===== src/hdl/hmt_pkg.sv =====
`timescale 1ns / 1ps
// Shared types and constants of the modulo hash table.
package hmt_pkg;

	localparam int KIND_W   = 2;
	localparam int KEY_W    = 31;
	localparam int PAY_W    = 32;
	localparam int STATUS_W = 2;
	localparam int BKT_W    = 4;
	localparam int CFG_W    = 5;

	typedef enum logic [KIND_W-1:0] {
		KIND_INSERT = 2'd0,
		KIND_LOOKUP = 2'd1,
		KIND_REMOVE = 2'd2
	} kind_t;

	typedef enum logic [STATUS_W-1:0] {
		ST_OK   = 2'd0,
		ST_MISS = 2'd1,
		ST_FULL = 2'd2
	} status_t;

	typedef enum logic [3:0] {
		S_CLR,
		S_IDLE,
		S_DIV,
		S_FRD,
		S_FCHK,
		S_SCAN_RD,
		S_SCAN_CMP,
		S_SH_RD,
		S_SH_WR
	} state_t;

	typedef struct packed {
		logic [KEY_W-1:0] key;
		logic [PAY_W-1:0] payload;
	} entry_t;

endpackage


===== src/hdl/hmt_div.sv =====
`timescale 1ns / 1ps
// Bit-serial restoring modulo unit: key modulo a 5-bit divisor, one bit a cycle.
module hmt_div (
	input  logic                        clk,
	input  logic                        arst_n,
	input  logic                        start,
	input  logic [hmt_pkg::KEY_W-1:0]   dividend,
	input  logic [hmt_pkg::CFG_W-1:0]   divisor,
	output logic                        done,
	output logic [hmt_pkg::CFG_W-1:0]   remainder
);
	import hmt_pkg::*;

	localparam int CNT_W = $clog2(KEY_W);

	logic [KEY_W-1:0] dvd_q;
	logic [CFG_W-1:0] d_q;
	logic [CFG_W-1:0] rem_q;
	logic [CNT_W-1:0] cnt_q;
	logic             run_q;
	logic             done_q;
	logic [CFG_W:0]   trial;
	logic [CFG_W-1:0] rem_nxt;

	// shift in the next dividend bit, subtract when it fits
	always_comb begin
		trial = {rem_q, dvd_q[KEY_W-1]};
		if (trial >= {1'b0, d_q}) begin
			rem_nxt = CFG_W'(trial - {1'b0, d_q});
		end else begin
			rem_nxt = CFG_W'(trial);
		end
	end

	always_ff @(posedge clk or negedge arst_n) begin
		if (!arst_n) begin
			run_q  <= 1'b0;
			done_q <= 1'b0;
			cnt_q  <= '0;
			rem_q  <= '0;
		end else if (start) begin
			run_q  <= 1'b1;
			done_q <= 1'b0;
			cnt_q  <= CNT_W'(KEY_W - 1);
			rem_q  <= '0;
		end else if (run_q) begin
			rem_q <= rem_nxt;
			if (cnt_q == '0) begin
				run_q  <= 1'b0;
				done_q <= 1'b1;
			end else begin
				cnt_q <= cnt_q - CNT_W'(1);
			end
		end else begin
			done_q <= 1'b0;
		end
	end

	always_ff @(posedge clk) begin
		if (start) begin
			dvd_q <= dividend;
			d_q   <= divisor;
		end else if (run_q) begin
			dvd_q <= dvd_q << 1;
		end
	end

	assign done      = done_q;
	assign remainder = rem_q;

endmodule


===== config.mk =====
export PLATFORM = sky130hd
export DESIGN_NAME = hmt_div
export DESIGN_NICKNAME = d
export VERILOG_FILES = /design/src/hdl/hmt_pkg.sv /design/src/hdl/hmt_div.sv
export SDC_FILE = /design/constraint.sdc
export NUM_CORES = 1
export LEC_CHECK = 0
export CORE_UTILIZATION = 50
export CTS_CLUSTER_SIZE = 16
export DETAILED_ROUTE_END_ITERATION = 8
export DONT_BUFFER_PORTS = 1
export RECOVER_POWER = 50
export SETUP_SLACK_MARGIN = 0.5
export SLEW_MARGIN = 20
export SYNTH_ARGS = -nofsm -noshare
export SYNTH_HDL_FRONTEND = slang
export SYNTH_SLANG_ARGS = --single-unit
export TNS_END_PERCENT = 30

===== constraint.sdc =====
create_clock -name clk -period 3.65 [get_ports clk]
set_clock_uncertainty 0.15 [all_clocks]
set_input_delay 0.365 -clock clk [delete_from_list [all_inputs] [get_ports clk]]
set_output_delay 0.365 -clock clk [all_outputs]
set_load 0.1 [all_outputs]

======== Word level (Yosys, flattened, before mapping) ========
Cells that the tools add are included.
storage, ports and cells
  register bits ........................... 48
  bits in latches ......................... 0
  memory bits (writable) .................. 0
  bits in read-only memories .............. 0
  input port bits ......................... 39
  output and inout port bits .............. 6
  logic and storage cells ................. 28
  memories kept ........................... 0
cells by class
  add/subtract/negate cells ............... 2
  multiply operators ...................... 0
  divide/modulo/power cells ............... 0
  $lt $le $gt $ge ......................... 1
  eq/ne operators ......................... 2
  shift-type cells ........................ 0
  mux-type cells .......................... 14
  bitwise operators ....................... 0
  reductions and logical operators ........ 3
operator list
  kind                                                                 number
  31-bit two-way mux                                                   2
  5-bit two-way mux                                                    6
  6-bit by 5-bit greater-or-equal comparator with 1-bit output         1
  1-bit two-way mux                                                    6
  5-bit logical NOT                                                    1
  5-bit by 1-bit subtractor with 5-bit output (second input constant)  1
  5-bit subtractor                                                     1
  3-bit by 2-bit != test with 1-bit output (second input constant)     1
  2-bit != test (second input constant)                                1
  2-bit AND reduction                                                  1
  2-bit nonzero test                                                   1

======== Depth between registers and ports, before layout ========
  depth after elaboration ................. 4
  gate-level depth with buffers ........... 7
  gate-level depth less buffers ........... 7

======== Worst setup path before layout ========
No wires, ideal clock.
  path type ............................... register to register
  from .................................... reg rem_q[3] (netlist: remainder[3])
  to ...................................... reg rem_q[1] (netlist: remainder[1])
  library setup time ...................... 0.100 ns
  arrival ................................. 2.217 ns
  path slack .............................. 1.183 ns
  cell stages (with the launch flop) ...... 7
  period minus slack after synthesis ...... 2.467 ns
  cells stage by stage .................... dfrtp_1 -> ha_1 -> a211oi_1 -> and2_1 -> buf_2 -> nand3_1 -> a311oi_1
between the ends
  longest elaborated chain between the ends .. 4
ends and longest elaborated chain
  element                                                       RTL line       source
  start, declared                                               hmt_div.sv:18  logic [CFG_W-1:0] rem_q;
  start signal, assigned                                        hmt_div.sv:47  rem_q <= rem_nxt;
  6-bit by 5-bit greater-or-equal comparator with 1-bit output  hmt_div.sv:28  if (trial >= {1'b0, d_q}) begin
  5-bit two-way mux                                             hmt_div.sv:28
  5-bit two-way mux                                             hmt_div.sv:46  end else if (run_q) begin
  5-bit two-way mux                                             hmt_div.sv:41  end else if (start) begin
Every way passes these cells. The select of a mux whose other input is x is not followed.
A chain may end at the register's enable or synchronous reset.

======== Worst setup path in the final report ========
  from .................................... reg rem_q[2] (netlist: remainder[2])
  to ...................................... reg rem_q[0] (netlist: remainder[0])
The elaborated chain is that of the path after synthesis.

==> impl_metrics.py <==
metrics = {
    "run_status": {
        "status": "complete, no violations",
    },
    "route": {
        "wirelength_mm": 3.55,
        "drc_errors": 0,
        "first_pass_iters": 4,
        "vias": 1239,
        "antenna_left": 0,
        "drt_iter0_drc": 68,
        "wl_per_cell_um": 16.0,
        "via_per_inst": 5.58,
    },
    "synth": {
        "synth_top_area_share_pct": 48.1,
        "synth-simple-area-share_pct": 8.68,
        "ys_top_cells_by_area": "edfxtp_1, mux2_2, dfrtp_1",
        "synth_xor_area_share_pct": 1.17,
        "async_flop_share_pct": 25.0,
        "ys_seq_area_share_pct": 61.4,
        "synth_nets": 207,
        "ys_ff_latch": 48,
        "synth-main-ff-cell": "edfxtp_1",
        "synthMuxAreaShare_pct": 15.5,
        "synth_adder_area_share_pct": 4.23,
        "synth_area_per_cell_um2": 14.0,
        "synth_edf_count": 36,
        "yosys-top-cells-count": "edfxtp_1, mux2_2, dfrtp_1",
        "syn_inst": 161,
        "netlist_area_mm2": 0.00225,
        "yosysWarnings": 0,
        "yosysMostFrequentCell": "edfxtp_1",
        "synth_compound_area_share_pct": 5.95,
        "synth_largest_area_cell": "edfxtp_1",
        "ys_types": 34,
        "synth_top_family_by_area": "multiplexers",
    },
    "power_and_ir_drop": {
        "power_mw": 1.49,
        "leakage_nw": 0.951,
        "powerDensity_mw_per_mm2": 607,
        "ir_worst_vdd_mv": 0.279,
    },
    "global_route": {
        "antenna_found_initial": 0,
        "grt_pass1_vias": 1335,
        "grt_overflow_total": 0,
        "grt_pass1_wl_mm": 6.12,
        "grt_max_degree": 46,
        "grt_usage_pct": 16.3,
    },
    "cts": {
        "clock_latency_ns": 0.29,
        "root_buffer": "clkbuf_8",
        "clkSlewWorstSetupHoldPaths_ns": 0.09,
        "clock_path_buffers": 2,
        "cts-htree-levels": 2,
        "cts_setup_buffers": 0,
        "cts-buffers-inserted": 5,
        "tritoncts": "built",
        "cts_sinks": 48,
        "cts_resized": 0,
    },
    "finish": {
        "final_core_util_pct": 56.9,
        "antenna_cells": 0,
        "nNetsFinal": 215,
        "drive_gt1_share_pct": 24.7,
        "fillers": 382,
        "multi_input_area_um2": 798,
        "regArea_mm2": 0.00138,
        "fin_cells": 222,
        "areaGrowthSynthToFinish_pct": 9.40,
        "final_area_mm2": 0.00246,
    },
    "sta": {
        "final_max_slew_viol_count": 0,
        "finalHoldWorstSlack_ns": 0.0144,
        "final-setup-viol-count": 0,
        "finalCritPeriodShare_pct": 66.7,
        "fmax_mhz": 411,
        "hold_viol": 0,
        "tightest_slew_ns": 0.980,
        "totalNegativeSetupSlack_ns": 0,
        "postLayoutSetupSlackWorst_ns": 1.22,
        "period_needed_ns": 2.43,
        "slew_headroom_pct": 34.7,
        "rsz0062_at_grt": "no",
    },
    "setup_path": {
        "startpoint_type": "flip-flop",
        "required_ns": 3.70,
        "setup.worst_path.class": "reg -> reg",
        "crit_fanout": 7,
        "cp-end-kind": "flip-flop",
        "arrival_ns": 2.49,
    },
    "placed_design": {
        "place_area_mm2": 0.00230,
        "routabilityCongestion": 0.824,
        "dpl.cell_count": 209,
        "port_buffers": 0,
        "hpwl_mm": 2.42,
        "pre_cts_slack_ns": 1.23,
    },
    "floorplan": {
        "start_util_pct": 52.0,
        "die_h_um": 69.1,
        "ios": 45,
        "dieArea_mm2": 0.00477,
        "core-area_mm2": 0.00432,
        "fp.dieW_um": 69.1,
        "fp-row-count": 24,
    },
    "job": {
        "max_cap_violations": 0,
    },
    "hold_path": {
        "hp-class": "in -> reg",
    },
}
[critical path: stages, from the launching register on]
cell	delay, ns
dfrtp_1	0.77
ha_1	0.44
a211oi_1	0.29
and2_1	0.31
nand3_1	0.10
a311oi_1	0.27
[worst paths after layout]
check / depth (start not counted) / slack, ns / end / startpoint
min in group asynchronous: 1 / 0.34 / cnt_q[3] / arst_n
min reg2reg: 1 / 0.34 / cnt_q[4] / cnt_q[4]
min: 0 / 0.01 / d_q[0] / divisor[0]
max: 5 / 1.22 / remainder[0] / remainder[2]
max reg2reg: 5 / 1.22 / remainder[0] / remainder[2]
max in group asynchronous: 1 / 2.64 / cnt_q[1] / arst_n
[cell families after synthesis]
| logic type | after synthesis |
|---|---|
| muxes | 31 |
| adders and majority gates | 7 |
| xor gates and xnor gates | 3 |
| DFF | 48 |
| and+or+nand+nor | 36 |
| AOI/OAI and AO/OA | 19 |
| buffers and inverters | 17 |
[cell usage in the layout, fill, tap and decap left out, types with 2 or more instances in the layout]
| master | n |
|---|---|
| inv_1 | 9 |
| a311oi_1 | 2 |
| ha_1 | 6 |
| edfxtp_1 | 36 |
| dfrtp_1 | 12 |
| buf_4 | 3 |
| a21o_1 | 4 |
| o211ai_1 | 2 |
| a21oi_1 | 3 |
| o21ai_0 | 2 |
| clkbuf_8 | 5 |
| nand2_1 | 5 |
| nand3_1 | 6 |
| nor2_1 | 10 |
| nand2b_1 | 2 |
| xnor2_1 | 3 |
| mux2_2 | 30 |
| nand4_1 | 2 |
| dlygate4sd3_1 | 5 |
| and2_1 | 3 |
| nor2b_1 | 2 |
| clkinv_1 | 2 |
[metal layers]
layer | share of wire [%] | up-vias | track usage (%)
met5 | 0 | - | 0
li1 | - | 603 | -
met1 | 44 | 600 | 18.8
met2 | 49 | 29 | 27.7
met4 | 1.4 | 0 | 6.58
met3 | 5.5 | 7 | 5.56
[repair_timing]
item                                    in CTS  in global routing
hold buffers                                 5                  0
endpoints found under the setup margin       0                  0
hold endpoints to repair                    18                  0
[registers in the layout, summed over array words and instances (netlist names)]
name,cells
done,1
remainder,5
dvd_q,31
run_q,1
cnt_q,5
d_q,5
[area by class of cell]
class                           count  area share [%]
Tap cell                           52            2.64
Multi-Input combinational cell     96            32.4
Inverter                           10            1.53
Clock buffer                        5            2.80
Clock inverter                      3            1.53
Timing Repair Buffer                8            2.95
Sequential cell                    48            56.1
[report_power, final]
part / switching (mW) / total [mW] / internal, mW
Sequential: 0.115 / 0.770 / 0.655
Clock: 0.171 / 0.370 / 0.200
Combinational: 0.213 / 0.353 / 0.140
(Power assumes the default switching activity.)
